<file path="src/design/gsaps_pkg.sv">
// ----------------------------------------------------------------------------
// gsaps_pkg
// Shared types and constants for the gas sensor array poll scheduler.
// ----------------------------------------------------------------------------
package gsaps_pkg;

  // Array geometry
  localparam int SENSOR_COUNT = 8;
  localparam int SENSOR_W     = $clog2(SENSOR_COUNT);
  localparam int MAX_FIELDS   = 3;
  localparam int FIELD_W      = 2;

  // Fixed widths of the register set
  localparam int TIME_W       = 32;
  localparam int HEATER_W     = 32;
  localparam int MASK_W       = 8;
  localparam int WAIT_W       = 16;
  localparam int CFG_DATA_W   = 32;
  localparam int CFG_IDX_W    = 2;

  // Register indexes
  localparam logic [CFG_IDX_W-1:0] CFG_HEATER_LENGTHS  = 2'd0;
  localparam logic [CFG_IDX_W-1:0] CFG_CONFIGURED_MASK = 2'd1;
  localparam logic [CFG_IDX_W-1:0] CFG_GAS_WAIT_MS     = 2'd2;

  // Reset values
  localparam logic [HEATER_W-1:0] HEATER_RESET   = 32'hAAAA_AAAA;
  localparam logic [MASK_W-1:0]   MASK_RESET     = 8'h00;
  localparam logic [WAIT_W-1:0]   GAS_WAIT_RESET = 16'd140;

  // Select window past the current time
  localparam logic [TIME_W-1:0] SELECT_LOOKAHEAD = 32'd20;

  typedef enum logic {
    OP_SELECT = 1'b0,
    OP_READ   = 1'b1
  } op_e;

  typedef enum logic [2:0] {
    ST_SELECTED = 3'd0,
    ST_NONE     = 3'd1,
    ST_REFUSED  = 3'd2,
    ST_WAKE     = 3'd3,
    ST_NO_MATCH = 3'd4,
    ST_ACCEPTED = 3'd5
  } status_e;

  typedef enum logic [2:0] {
    S_IDLE,
    S_SCAN,
    S_CHECK,
    S_FIELD,
    S_WRITE,
    S_FINISH
  } state_e;

  // Request payload
  typedef struct packed {
    logic              op;
    logic [TIME_W-1:0] now_ms;
    logic [3:0]        sensor_index;
    logic [1:0]        field_count;
    logic [2:0]        field_valid;
    logic [3:0]        gas_step_0;
    logic [3:0]        gas_step_1;
    logic [3:0]        gas_step_2;
  } in_item_t;

  // Result payload
  typedef struct packed {
    logic [2:0] status;
    logic [3:0] chosen_sensor;
    logic [1:0] field_used;
    logic [3:0] step_used;
  } out_item_t;

  // Sensor bank write request
  typedef struct packed {
    logic                en;
    logic [SENSOR_W-1:0] addr;
    logic [TIME_W-1:0]   wake;
    logic                step_en;
    logic [3:0]          step;
  } bank_wr_t;

  // Sensor bank read data
  typedef struct packed {
    logic              running;
    logic [TIME_W-1:0] wake;
    logic [3:0]        step;
  } bank_rd_t;

endpackage

</file>
<file path="src/design/gsaps_alu.sv">
// ----------------------------------------------------------------------------
// gsaps_alu
// Shared 32-bit unit: unsigned less-than and saturating add of one operand pair.
// ----------------------------------------------------------------------------
module gsaps_alu
  import gsaps_pkg::*;
(
  input  logic [TIME_W-1:0] a_i,
  input  logic [TIME_W-1:0] b_i,
  output logic              lt_o,
  output logic [TIME_W-1:0] sum_o
);

  logic [TIME_W:0] raw_sum;

  // Carry out means overflow: clamp to all ones
  assign raw_sum = {1'b0, a_i} + {1'b0, b_i};
  assign sum_o   = raw_sum[TIME_W] ? {TIME_W{1'b1}} : raw_sum[TIME_W-1:0];
  assign lt_o    = a_i < b_i;

endmodule

</file>
<file path="src/design/gsaps_sensor_bank.sv">
// ----------------------------------------------------------------------------
// gsaps_sensor_bank
// Per-sensor mode, wake time and expected heater step. One read port, one
// write port, and a clear that returns every sensor to sleeping, due at once.
// ----------------------------------------------------------------------------
module gsaps_sensor_bank
  import gsaps_pkg::*;
(
  input  logic                clk_i,
  input  logic                rst_ni,
  input  logic                clear_i,
  input  bank_wr_t            wr_i,
  input  logic [SENSOR_W-1:0] rd_addr_i,
  output bank_rd_t            rd_o
);

  logic              running_q [SENSOR_COUNT];
  logic [TIME_W-1:0] wake_q    [SENSOR_COUNT];
  logic [3:0]        step_q    [SENSOR_COUNT];

  // Storage update; a clear wins over a write, and a write leaves the sensor running
  always_ff @(posedge clk_i or negedge rst_ni) begin
    if (!rst_ni) begin
      for (int i = 0; i < SENSOR_COUNT; i++) begin
        running_q[i] <= 1'b0;
        wake_q[i]    <= '0;
        step_q[i]    <= '0;
      end
    end else if (clear_i) begin
      for (int i = 0; i < SENSOR_COUNT; i++) begin
        running_q[i] <= 1'b0;
        wake_q[i]    <= '0;
        step_q[i]    <= '0;
      end
    end else if (wr_i.en) begin
      running_q[wr_i.addr] <= 1'b1;
      wake_q[wr_i.addr]    <= wr_i.wake;
      if (wr_i.step_en) begin
        step_q[wr_i.addr] <= wr_i.step;
      end
    end
  end

  assign rd_o.running = running_q[rd_addr_i];
  assign rd_o.wake    = wake_q[rd_addr_i];
  assign rd_o.step    = step_q[rd_addr_i];

endmodule

</file>
<file path="src/design/gas_sensor_array_poll_scheduler.sv">
// ----------------------------------------------------------------------------
// gas_sensor_array_poll_scheduler
// Picks the next sensor to poll and books reads of a sensor array.
// ----------------------------------------------------------------------------
// One request at a time: a sequencer walks the sensor bank one entry per cycle
// through a single shared compare/saturating-add unit. A select request scans
// the bank in eight scan steps, and scans the sleeping sensors too when no
// running sensor is due. A refused read request goes from its checks straight
// to the last step, and one that wakes the sensor adds a wake time update; a
// read of a running sensor takes one due check, one step per fetched field
// examined (plus one to close the search when no field matches), and one wake
// time update. The result sits in an output register; the block waits in its
// last step only if the previous result has not been taken. A write to any
// of the three configuration registers returns every sensor to sleeping, due at once.
module gas_sensor_array_poll_scheduler
  import gsaps_pkg::*;
(
  input  logic                  clk_i,
  input  logic                  rst_ni,
  // request channel
  input  logic                  in_valid_i,
  output logic                  in_ready_o,
  input  in_item_t              in_data_i,
  // result channel
  output logic                  out_valid_o,
  input  logic                  out_ready_i,
  output out_item_t             out_data_o,
  // configuration
  input  logic                  cfg_we_i,
  input  logic [CFG_IDX_W-1:0]  cfg_index_i,
  input  logic [CFG_DATA_W-1:0] cfg_wdata_i
);

  // Configuration registers
  logic [HEATER_W-1:0] heater_q;
  logic [MASK_W-1:0]   mask_q;
  logic [WAIT_W-1:0]   wait_q;
  logic                cfg_hit;

  assign cfg_hit = cfg_we_i && (cfg_index_i == CFG_HEATER_LENGTHS ||
                                cfg_index_i == CFG_CONFIGURED_MASK ||
                                cfg_index_i == CFG_GAS_WAIT_MS);

  always_ff @(posedge clk_i or negedge rst_ni) begin
    if (!rst_ni) begin
      heater_q <= HEATER_RESET;
      mask_q   <= MASK_RESET;
      wait_q   <= GAS_WAIT_RESET;
    end else if (cfg_we_i) begin
      case (cfg_index_i)
        CFG_HEATER_LENGTHS:  heater_q <= cfg_wdata_i[HEATER_W-1:0];
        CFG_CONFIGURED_MASK: mask_q   <= cfg_wdata_i[MASK_W-1:0];
        CFG_GAS_WAIT_MS:     wait_q   <= cfg_wdata_i[WAIT_W-1:0];
        default: ;
      endcase
    end
  end

  // Sequencer and datapath registers
  state_e              state_q, state_d;
  in_item_t            item_q, item_d;
  logic [TIME_W-1:0]   bound_q, bound_d;
  logic [SENSOR_W-1:0] idx_q, idx_d;
  logic                mode_q, mode_d;
  logic                found_q, found_d;
  logic [SENSOR_W-1:0] sel_q, sel_d;
  logic [FIELD_W-1:0]  fld_q, fld_d;
  status_e             status_q, status_d;
  logic [3:0]          hstep_q, hstep_d;
  logic [FIELD_W-1:0]  used_q, used_d;
  logic                step_we_q, step_we_d;
  logic [3:0]          new_step_q, new_step_d;
  logic                out_valid_q, out_valid_d;
  out_item_t           out_q, out_d;

  // Shared unit and bank hookup
  logic [TIME_W-1:0]   alu_a, alu_b, alu_sum;
  logic                alu_lt;
  logic [SENSOR_W-1:0] rd_addr;
  bank_rd_t            rd;
  bank_wr_t            wr;

  gsaps_alu u_alu (
    .a_i   (alu_a),
    .b_i   (alu_b),
    .lt_o  (alu_lt),
    .sum_o (alu_sum)
  );

  gsaps_sensor_bank u_bank (
    .clk_i     (clk_i),
    .rst_ni    (rst_ni),
    .clear_i   (cfg_hit),
    .wr_i      (wr),
    .rd_addr_i (rd_addr),
    .rd_o      (rd)
  );

  // Field match helpers for the current field
  logic [SENSOR_W-1:0] read_addr;
  logic [3:0]          heater_len;
  logic [FIELD_W-1:0]  field_lim;
  logic [3:0]          cur_step;
  logic [5:0]          delta_raw, delta;
  logic [4:0]          step_inc;
  logic                field_match;

  assign read_addr  = item_q.sensor_index[SENSOR_W-1:0];
  assign heater_len = heater_q[{read_addr, 2'b00} +: 4];
  assign field_lim  = (item_q.field_count > FIELD_W'(MAX_FIELDS)) ?
                      FIELD_W'(MAX_FIELDS) : item_q.field_count;

  always_comb begin
    case (fld_q)
      2'd0:    cur_step = item_q.gas_step_0;
      2'd1:    cur_step = item_q.gas_step_1;
      default: cur_step = item_q.gas_step_2;
    endcase
  end

  // Distance ahead of the expected step, wrapped by the heater length
  assign delta_raw   = {2'b00, cur_step} - {2'b00, rd.step};
  assign delta       = delta_raw[5] ? delta_raw + {2'b00, heater_len} : delta_raw;
  assign field_match = item_q.field_valid[fld_q] && !delta[5] &&
                       (delta < {2'b00, heater_len});
  assign step_inc    = {1'b0, cur_step} + 5'd1;

  // Operand and address selection
  always_comb begin
    case (state_q)
      S_IDLE: begin
        alu_a = in_data_i.now_ms;
        alu_b = SELECT_LOOKAHEAD;
      end
      S_SCAN: begin
        alu_a = rd.wake;
        alu_b = bound_q;
      end
      S_CHECK: begin
        alu_a = item_q.now_ms;
        alu_b = rd.wake;
      end
      default: begin
        alu_a = item_q.now_ms;
        alu_b = {{(TIME_W-WAIT_W){1'b0}}, wait_q};
      end
    endcase
  end

  assign rd_addr = (state_q == S_SCAN) ? idx_q : read_addr;

  // Next state and outputs
  always_comb begin
    state_d     = state_q;
    item_d      = item_q;
    bound_d     = bound_q;
    idx_d       = idx_q;
    mode_d      = mode_q;
    found_d     = found_q;
    sel_d       = sel_q;
    fld_d       = fld_q;
    status_d    = status_q;
    hstep_d     = hstep_q;
    used_d      = used_q;
    step_we_d   = step_we_q;
    new_step_d  = new_step_q;
    out_valid_d = out_valid_q;
    out_d       = out_q;
    wr          = '0;
    wr.addr     = read_addr;
    wr.wake     = alu_sum;
    wr.step     = new_step_q;
    wr.step_en  = step_we_q;

    if (out_valid_q && out_ready_i) begin
      out_valid_d = 1'b0;
    end

    case (state_q)
      S_IDLE: begin
        if (in_valid_i) begin
          item_d    = in_data_i;
          bound_d   = alu_sum;
          idx_d     = '0;
          mode_d    = 1'b1;
          found_d   = 1'b0;
          sel_d     = '0;
          fld_d     = '0;
          hstep_d   = '0;
          used_d    = '0;
          step_we_d = 1'b0;
          state_d   = (in_data_i.op == OP_READ) ? S_CHECK : S_SCAN;
        end
      end

      // Earliest sensor of the current mode below the bound
      S_SCAN: begin
        if (rd.running == mode_q && alu_lt) begin
          bound_d = rd.wake;
          found_d = 1'b1;
          sel_d   = idx_q;
        end
        if (idx_q == SENSOR_W'(SENSOR_COUNT - 1)) begin
          idx_d = '0;
          if (mode_q && !(found_d)) begin
            mode_d = 1'b0;
          end else begin
            status_d = found_d ? ST_SELECTED : ST_NONE;
            state_d  = S_FINISH;
          end
        end else begin
          idx_d = idx_q + 1'b1;
        end
      end

      // Range, configured and due checks
      S_CHECK: begin
        if (item_q.sensor_index >= 4'(SENSOR_COUNT) || !mask_q[read_addr] || alu_lt) begin
          status_d = ST_REFUSED;
          state_d  = S_FINISH;
        end else if (!rd.running) begin
          status_d   = ST_WAKE;
          step_we_d  = 1'b1;
          new_step_d = '0;
          state_d    = S_WRITE;
        end else begin
          state_d = S_FIELD;
        end
      end

      // One fetched field per cycle
      S_FIELD: begin
        if (fld_q >= field_lim) begin
          status_d = ST_NO_MATCH;
          state_d  = S_WRITE;
        end else if (field_match) begin
          status_d   = ST_ACCEPTED;
          used_d     = fld_q;
          hstep_d    = cur_step;
          step_we_d  = 1'b1;
          new_step_d = (step_inc >= {1'b0, heater_len}) ? 4'd0 : step_inc[3:0];
          state_d    = S_WRITE;
        end else begin
          fld_d = fld_q + 1'b1;
        end
      end

      // Wake time update, and step update when asked
      S_WRITE: begin
        wr.en   = 1'b1;
        state_d = S_FINISH;
      end

      S_FINISH: begin
        if (!out_valid_q || out_ready_i) begin
          out_valid_d         = 1'b1;
          out_d.status        = status_q;
          out_d.chosen_sensor = (item_q.op == OP_READ) ? item_q.sensor_index
                                                        : 4'(sel_q);
          out_d.field_used    = used_q;
          out_d.step_used     = hstep_q;
          state_d             = S_IDLE;
        end
      end

      default: state_d = S_IDLE;
    endcase
  end

  // State register
  always_ff @(posedge clk_i or negedge rst_ni) begin
    if (!rst_ni) begin
      state_q     <= S_IDLE;
      out_valid_q <= 1'b0;
    end else begin
      state_q     <= state_d;
      out_valid_q <= out_valid_d;
    end
  end

  // Datapath registers
  always_ff @(posedge clk_i) begin
    item_q     <= item_d;
    bound_q    <= bound_d;
    idx_q      <= idx_d;
    mode_q     <= mode_d;
    found_q    <= found_d;
    sel_q      <= sel_d;
    fld_q      <= fld_d;
    status_q   <= status_d;
    hstep_q    <= hstep_d;
    used_q     <= used_d;
    step_we_q  <= step_we_d;
    new_step_q <= new_step_d;
    out_q      <= out_d;
  end

  assign in_ready_o  = (state_q == S_IDLE);
  assign out_valid_o = out_valid_q;
  assign out_data_o  = out_q;

  // A new request always starts a multi-cycle sequence
  a_busy_after_accept: assert property (@(posedge clk_i) disable iff (!rst_ni)
    in_valid_i && in_ready_o |=> !in_ready_o)
    else $error("request accepted but sequencer stayed idle");

  // A fresh result only comes out of the last step
  a_result_from_finish: assert property (@(posedge clk_i) disable iff (!rst_ni)
    $rose(out_valid_o) |-> $past(state_q == S_FINISH))
    else $error("result raised outside the finish step");

  // Field and step are reported only for an accepted reading
  a_fields_only_on_accept: assert property (@(posedge clk_i) disable iff (!rst_ni)
    out_valid_o && out_data_o.status != ST_ACCEPTED |->
      out_data_o.field_used == '0 && out_data_o.step_used == '0)
    else $error("field data reported without an accepted reading");

endmodule
</file>
<file path="config.mk">
export PLATFORM = sky130hd
export DESIGN_NAME = gas_sensor_array_poll_scheduler
export DESIGN_NICKNAME = d
export VERILOG_FILES = /design/src/design/gsaps_pkg.sv /design/src/design/gsaps_alu.sv /design/src/design/gsaps_sensor_bank.sv /design/src/design/gas_sensor_array_poll_scheduler.sv
export SDC_FILE = /design/constraint.sdc
export NUM_CORES = 1
export LEC_CHECK = 0
export BUFFER_PORTS_ARGS = -buffer_cell sky130_fd_sc_hd__buf_2
export CORE_MARGIN = 1.5
export CORE_UTILIZATION = 29
export CTS_CLUSTER_SIZE = 20
export DETAILED_ROUTE_END_ITERATION = 16
export GPL_ROUTABILITY_DRIVEN = 0
export GPL_TIMING_DRIVEN = 1
export SYNTH_ARGS = -nofsm -noshare
export SYNTH_HDL_FRONTEND = slang
export SYNTH_HIERARCHICAL = 1
export SYNTH_SLANG_ARGS = --single-unit
</file>
<file path="constraint.sdc">
create_clock -name clk_i -period 6 [get_ports clk_i]
set_input_delay 0.3 -clock clk_i [delete_from_list [all_inputs] [get_ports clk_i]]
set_output_delay 0.3 -clock clk_i [all_outputs]
set_load 0.01 [all_outputs]
</file>
# == Yosys cells after proc, flatten, opt, wreduce, memory -nomap -nowiden ==
# Index checks and enable logic that the tools add are counted.
# op_classes
addsub,6
multipliers,0
n_div,0
magnitude_cmp,11
eq_ne,23
shift,1
mux,96
n_bitwise,3
reduce_logical,41
# ops
op,count
$mux 256,2
$mux 32,9
$bwmux 256,1
$pmux 32 s2,2
$bmux 32 s3,1
$demux 32 s3,1
$pmux 32 s3,1
$mux 3,19
$mux 4,11
$add 32x32->33,1
$bwmux 32,1
$lt 32x32->1,1
$shiftx 32x6->4,1
$pmux 4 s2,3
$mux 1,20
$pmux 3 s6,1
$mux 8,2
$ne 2x2->1 const B,8
$reduce_and 5->1,3
$mux 2,7
$reduce_and 2->1,7
$bmux 4 s3,1
$demux 4 s3,1
$ge 4x4->1 const B,3
other kinds (41),74
# totals
reg_bits,479
latchBits,0
ramBits,0
mem_bits_ro,0
output_inout_bits,15
elab_cells,234
mem_count,0

# == Logic depth before layout (Yosys ltp) ==
# Gate-level depths: netlist of run 1.
# logic_depth
depth_word,16
ltp_mapped,30
mapped_depth_nobuf,25

# == Modules after synthesis ==
# The synthesis of run 1 kept the hierarchy.
# modules_own_cells
mod,n_inst,cells_per_inst,area_per_inst_um2
gsaps_sensor_bank,1,1455,14432.6
gas_sensor_array_poll_scheduler,1,741,9019.9
gsaps_alu,1,429,2941.6

# == Worst setup path after synthesis of run 1 ==
# No wires, ideal clock.
# synth_timing
path_kind,flip-flop to flip-flop
from,register state_q[2]
to,register hstep_q[0] (enable)
setup_time_ns,0.380
arrival_ns,5.344
slack_ns,0.276
path_stages_with_launch,24
synth_period_minus_slack_ns,5.724
cell_sequence,dfrtp_1 > buf_2 > or2_1 > clkbuf_1 > nor2_2 > buf_2 > and2_1 > a21o_1 > buf_4 > buf_6 > mux4_2 > mux2_2 > ha_1 > fa_1 > xnor2_1 > ha_1 > a21oi_1 > nand2_1 > xnor2_1 > o21ai_0 > ha_1 > a32oi_1 > o2111ai_1 > o31ai_1
# synth_rtl
element,line,source
start: declaration,gas_sensor_array_poll_scheduler.sv:60,"state_e state_q, state_d;"
start signal: assignment,gas_sensor_array_poll_scheduler.sv:276,state_q <= state_d;
end signal: assignment,gas_sensor_array_poll_scheduler.sv:291,hstep_q <= hstep_d;
end: declaration,gas_sensor_array_poll_scheduler.sv:69,"logic [3:0] hstep_q, hstep_d;"

==> results.py, run 1 <==
metrics = {
    "clock_tree": {
        "path_clk_slew_ns": 0.07,
        "max-clock-path-buffers": 3,
        "cts.htree.levels": 2,
        "cts_buffers": 49,
        "clock_latency_ns": 0.61,
        "cts_tree": "done",
        "root_buffer": "clkbuf_16",
        "clock_sinks": 479,
    },
    "worst_hold_path": {
        "hold_class": "in2reg",
        "worstHoldStart": "cfg_wdata_i[1]",
        "min_path_cells": 2,
        "min_to": "heater_q[1]",
    },
    "critical_path": {
        "crit_arrival_ns": 6.24,
        "rr_worst_depth": 24,
        "critical_path_class": "reg2reg",
        "end_kind": "flop",
        "cp-start-kind": "flop",
        "r2r-start": "state_q[1]",
        "r2r-end": "u_bank/wake_q[94]",
        "path_max_fanout": 15,
        "r2r_slack_ns": 0.25,
        "crit_required_ns": 6.50,
    },
    "global_route": {
        "gr-usage-met3": 0.0243,
        "grt_max_degree": 219,
        "gr-usage-all-layers": 0.166,
        "grt_pass1_vias": 20103,
        "grtUsageMet2": 0.273,
        "grt.overflow.total": 0,
        "antenna_found_initial": 1,
        "top_usage_layer": "met2",
        "gr-usage-met1": 0.227,
        "grt_pass1_wl_mm": 122,
    },
    "drt": {
        "drtPass1Iterations": 9,
        "drt-total-wl_mm": 79.8,
        "viasPerCell": 5.12,
        "drt_iter0_drc": 2173,
        "avgRoutedWirePerCell_um": 20.0,
        "drtAntennaViolNets": 0,
        "drc": 0,
        "vias": 20445,
    },
    "synthesis": {
        "synthDominantCellAreaShare": 0.320,
        "synthArstFlopShare": 0.743,
        "syn_area_um2": 26400,
        "synth_ff_type": "dfrtp_1",
        "yosys-top-cells-area": "dfrtp_1 32%, edfxtp_1 14%, nand2_1 9.9%, mux4_2 6.9%, a21oi_1 6.0%",
        "yosysMostFrequentCell": "nand2_1",
        "yosys-top-cells-count": "693 x nand2_1, 337 x dfrtp_1, 315 x a21oi_1, 123 x edfxtp_1, 97 x inv_1",
        "synth_compound_area_frac": 0.120,
        "syn_area_per_cell_um2": 10.1,
        "synth_top_family_by_area": "simple AND/OR/NAND/NOR gates",
        "synthXorXnorAreaFrac": 0.00896,
        "synth-seq-cells": 479,
        "synth_mux_area_frac": 0.138,
        "synth_cell_types": 94,
        "synthAdderAreaFrac": 0.0430,
        "ys_warn_count": 6,
        "synth_top_cell_by_area": "dfrtp_1",
        "syn-num-nets": 2807,
        "synth_edf_count": 123,
        "syn_inst": 2625,
        "yosys.area_share.simple": 0.154,
        "ys_seq_area_frac": 0.478,
    },
    "sta": {
        "finalMaxSlewViolations": 0,
        "worst_slew_margin_rel": 0.137,
        "finalHoldViolCount": 0,
        "worst_pin_slew_ns": 1.29,
        "setup_viol": 0,
        "holdWs_ns": 0.0178,
        "fin_crit_sh": 0.958,
        "setup_ws_ns": 0.251,
        "fin_tns_setup_ns": 0,
        "finClkSkew_ns": 0.0276,
        "fmax_mhz": 174,
        "fin_crit_ns": 5.75,
    },
    "run_status": {
        "status": "finished, final reports clean",
    },
    "finish": {
        "fin_util": 0.345,
        "ff_latch_area_um2": 12600,
        "final_cells": 3992,
        "nFillCells": 8952,
        "num_antenna_cells": 0,
        "multi_input_area_um2": 12500,
        "fin_area_um2": 31100,
        "final_nets": 2957,
        "drive_gt1_frac": 0.205,
        "area_growth_pct": 17.8,
    },
    "power": {
        "power_leakage_nw": 13.1,
        "p_seq_frac": 0.265,
        "p_per_area_nw_per_um2": 539,
        "p_sw_mw": 7.45,
        "pwr-share-clk": 0.191,
        "intPower_mw": 9.29,
        "switching_share": 0.445,
        "vdd_ir_drop_max_uv": 308,
        "power_mw": 16.7,
        "combinationalPowerShare": 0.544,
    },
    "floorplanning": {
        "initial_core_util": 0.293,
        "row_count": 110,
        "io_pins": 108,
        "core_area_um2": 90100,
        "dieHeight_um": 305,
        "dieArea_um2": 92800,
        "die_width_um": 305,
    },
    "placement": {
        "dp.final_hpwl_mm": 49.9,
        "dp_cells": 3786,
        "place_ws_ns": -0.0850,
        "io_buffers": 107,
        "placed_area_um2": 28200,
    },
    "flow_run": {
        "maxCapViolations": 0,
    },
}
## cells by family after synthesis
logic type,Yosys count
fa+ha+maj,89
simple gates,935
buf+inv,324
mux,248
flops,479
compound gates,523
xor+xnor,27
## worst max-delay path by stage
stage | from | to | slack (ns) | cells past startpoint
finish | state_q[1] | u_bank/wake_q[94] | 0.25 | 24
global route | state_q[1] | u_bank/wake_q[126] | -0.007 | 24
CTS | state_q[1] | new_step_q[1] | 0.03 | 25
detailed placement | state_q[1] | new_step_q[1] | -0.08 | 25
global placement | state_q[1] | new_step_q[3] | -0.07 | 25
floorplan | state_q[2] | hstep_q[0] | 0.28 | 23
## critical path: stages, from the launching register on
cell	delay, ns
dfrtp_1	0.37
or2_2	0.33
nor2_4	0.13
and2_4	0.17
a21o_4	0.19
buf_6	0.17
buf_12	0.19
mux4_2	0.52
mux2_2	0.35
a22o_1	0.21
a222oi_1	0.29
inv_1	0.11
inv_1	0.07
ha_2	0.33
nor2_4	0.16
o21ai_1	0.13
a211oi_2	0.28
o21ai_2	0.14
a31oi_4	0.25
a31oi_4	0.14
o311a_1	0.40
mux2i_2	0.29
buf_2	0.22
nand2_1	0.06
a21oi_1	0.14
## flip-flops by register name, indices dropped and copies added, names as in the netlist, 8 cells and up
register and cells:
bound_q 32, heater_q 32, item_q 54, mask_q 8, out_data_o 13, u_bank/running_q 8
u_bank/step_q 32, u_bank/wake_q 256, wait_q 16
## timing repair
action                                  4_1_cts  5_1_grt
buffers inserted                              0       27
gates resized for setup                       2       42
gates cloned                                  0        3
hold buffers                                 83        1
endpoints found under the setup margin        9      240
pin swaps                                     0       14
hold endpoints to repair                    178        1
## power by group through the flow
stage	combinational, mW	clock, mW	sequential [mW]
after floorplan	6.04	0	4.38
after global routing	9.88	3.37	4.49
after CTS	8.55	3.26	4.43
after global placement	8.40	0	4.48
after detailed placement	8.45	0	4.49
final	9.11	3.19	4.44
## layer usage
metal | up-vias | share of wire
li1 | 9378 | -
met1 | 10224 | 0.44
met2 | 722 | 0.47
met3 | 119 | 0.066
met4 | 2 | 0.025
met5 | - | 0.00016
## cells in the final DEF, fill, tap and decap left out, types with 13 or more instances in the layout
cell type and n:
o21bai_1 16, a222oi_1 14, dlygate4sd3_1 84, nor2_1 70, buf_4 107, xnor2_1 23
dfrtp_1 336, ha_1 81, mux4_2 81, buf_2 108, nor3_1 14, mux2i_1 67
edfxtp_1 123, a21oi_1 315, a22o_1 34, nand2b_1 44, inv_1 96, nand2_1 691
dfstp_2 19, o21ai_1 13, nor2b_1 13, clkbuf_16 52, mux2_2 95, o21ai_0 56
## area by class of cell
class / count / share of cell area
clock buffers: 66 / 0.0442
multi-input cells: 1823 / 0.401
flip-flops and latches: 479 / 0.406
inverters: 108 / 0.0130
well taps: 1176 / 0.0473
repair buffers: 314 / 0.0789
clock inverters: 26 / 0.00918
Power figures use the tool's default switching activity.
==> run 2: changes to the inputs <==
--- a/config.mk
+++ b/config.mk
@@ -6,12 +6,14 @@
 export NUM_CORES = 1
 export LEC_CHECK = 0
 export BUFFER_PORTS_ARGS = -buffer_cell sky130_fd_sc_hd__buf_2
+export CORE_ASPECT_RATIO = 1.5
 export CORE_MARGIN = 1.5
 export CORE_UTILIZATION = 29
 export CTS_CLUSTER_SIZE = 20
 export DETAILED_ROUTE_END_ITERATION = 16
 export GPL_ROUTABILITY_DRIVEN = 0
 export GPL_TIMING_DRIVEN = 1
+export HOLD_SLACK_MARGIN = 0.08
 export SYNTH_ARGS = -nofsm -noshare
 export SYNTH_HDL_FRONTEND = slang
 export SYNTH_HIERARCHICAL = 1
==> results.py, run 2 (synthesis gave the netlist of run 1 again) <==
metrics = {
    "run_status": {
        "status": "finished, final reports clean",
    },
    "clock_tree": {
        "cts.htree.levels": 2,
        "max-clock-path-buffers": 3,
        "clock_latency_ns": 0.59,
        "clock_sinks": 479,
        "cts_buffers": 44,
        "path_clk_slew_ns": 0.07,
        "root_buffer": "clkbuf_16",
        "cts_tree": "done",
    },
    "finish": {
        "final_cells": 3976,
        "regMostFlops": "u_bank/wake_q",
        "final_cell_mix": "686 x nand2_1, 336 x dfrtp_1, 314 x a21oi_1",
        "area_growth_pct": 17.3,
        "final_common_cell": "nand2_1",
        "fin_util": 0.343,
        "num_antenna_cells": 0,
        "final_nets": 2958,
        "drive_gt1_frac": 0.205,
        "largest_reg_flops": 256,
        "reg_top3": "u_bank/wake_q x256, item_q x54",
    },
    "sta": {
        "rsz0062_at_grt": "no",
        "fin_tns_setup_ns": 0,
        "worst_pin_slew_ns": 1.25,
        "fin_crit_ns": 5.77,
        "setup_viol": 0,
        "finalHoldViolCount": 0,
        "finalMaxSlewViolations": 0,
        "fin_crit_sh": 0.961,
        "holdWs_ns": 0.213,
        "finClkSkew_ns": 0.0237,
        "fmax_mhz": 173,
        "worst_slew_margin_rel": 0.168,
    },
    "critical_path": {
        "crit_family": "simple AND/OR/NAND/NOR gates",
        "cpMostUsedCell": "buf_4",
        "end_kind": "flop",
        "cpPeakStageDelay_ns": 0.51,
        "cp-start-kind": "flop",
        "r2r-end": "new_step_q[0]",
        "cp.depth": 24,
        "r2r-start": "state_q[1]",
        "path_cells": "or2_2, nor2_4, and2_4, a21o_4, buf_12, buf_16, mux4_2, mux2_2, mux2i_1, o21ai_0, ha_1, buf_4, nand4_1, nor3_2, a221oi_1, o311ai_0, buf_4, a31oi_1, a311oi_2, nand4_2, nand2b_4, o32a_1, nor2_1, buf_4",
        "critical_path_class": "reg2reg",
        "crit_required_ns": 6.31,
        "rr_worst_depth": 24,
        "cp_num_buf_inv": 5,
        "r2r_slack_ns": 0.23,
        "cp_slowest_cell": "mux4_2",
        "path_max_fanout": 15,
        "crit_arrival_ns": 6.07,
    },
    "power": {
        "combinationalPowerShare": 0.559,
        "switching_share": 0.446,
        "pwr-share-clk": 0.173,
        "p_per_area_nw_per_um2": 533,
        "p_sw_mw": 7.35,
        "vdd_ir_drop_max_uv": 256,
        "p_seq_frac": 0.268,
        "power_leakage_nw": 13.1,
        "intPower_mw": 9.14,
    },
    "global_route": {
        "antenna_found_initial": 0,
        "grt_pass1_wl_mm": 124,
        "grt.overflow.total": 0,
        "gr-usage-all-layers": 0.171,
        "grt_pass1_vias": 20666,
        "grt_max_degree": 209,
    },
    "worst_hold_path": {
        "min_path_cells": 3,
        "worstHoldStart": "cfg_index_i[0]",
        "min_to": "u_bank/wake_q[39]",
        "hold_class": "in2reg",
    },
    "placement": {
        "dp_cells": 3798,
        "dp.final_hpwl_mm": 51.4,
        "io_buffers": 107,
    },
    "floorplanning": {
        "initial_core_util": 0.293,
        "row_count": 135,
        "dieHeight_um": 372,
        "dieArea_um2": 92900,
        "die_width_um": 249,
        "core_area_um2": 90200,
        "io_pins": 108,
    },
    "drt": {
        "viasPerCell": 5.14,
        "drt_iter0_drc": 1627,
        "drc": 0,
        "drtAntennaViolNets": 0,
        "drt-total-wl_mm": 81.2,
        "vias": 20436,
        "avgRoutedWirePerCell_um": 20.4,
        "drtPass1Iterations": 8,
    },
    "flow_run": {
        "maxCapViolations": 0,
    },
}
## run 2: per-layer routing
metal,global-route usage,routed length (um)
met1,0.202,31300
met2,0.309,42000
met3,0.0167,4150
met5,0,0
met4,0.0829,3850
## run 2: per-stage QoR
stage	setup slack [ns]	area [um2]	power [mW]
finish	0.234	31000	16.5
global route	0.00484	31000	17.5
CTS	0.0125	30800	16.3
detailed placement	-0.240	28400	13.3
global placement	-0.226	28400	13.2
floorplan	0.276	26400	10.4
## run 2: what timing repair did
action	4_1_cts	5_1_grt
pin swaps	6	12
gates cloned	0	2
hold buffers	88	0
endpoints found under the hold margin	174	0
buffers inserted	5	2
endpoints found under the setup margin	9	150
resized for setup	4	33
## run 2: power by group through the flow
stage / registers [mW] / clock network (mW) / logic [mW]
floorplan: 4.38 / 0 / 6.04
global placement: 4.45 / 0 / 8.77
detailed placement: 4.47 / 0 / 8.80
CTS: 4.41 / 2.92 / 8.95
global route: 4.46 / 3.04 / 10.0
finish: 4.41 / 2.86 / 9.22
## run 2: tightest hold or removal path: stages
cell and delay, ns:
buf_2 0.14, a21boi_4 0.17, a21oi_1 0.13
## run 2: worst max path at each step
stage,end,from,slack [ns]
global placement,new_step_q[0],state_q[1],-0.23
floorplan,hstep_q[0],state_q[2],0.28
CTS,new_step_q[0],state_q[1],0.01
finish,new_step_q[0],state_q[1],0.23
global route,status_q[2],state_q[1],0.005
detailed placement,new_step_q[0],state_q[1],-0.24
## run 2: final cells by class
| cell class | count | area, um2 |
|---|---|---|
| Clock buffer | 68 | 1280 |
| Clock inverter | 14 | 135 |
| Fill cell | 9095 | 59200 |
| Inverter | 108 | 405 |
| Multi-Input combinational cell | 1822 | 12500 |
| Sequential cell | 479 | 12600 |
| Tap cell | 1164 | 1460 |
| Timing Repair Buffer | 321 | 2580 |
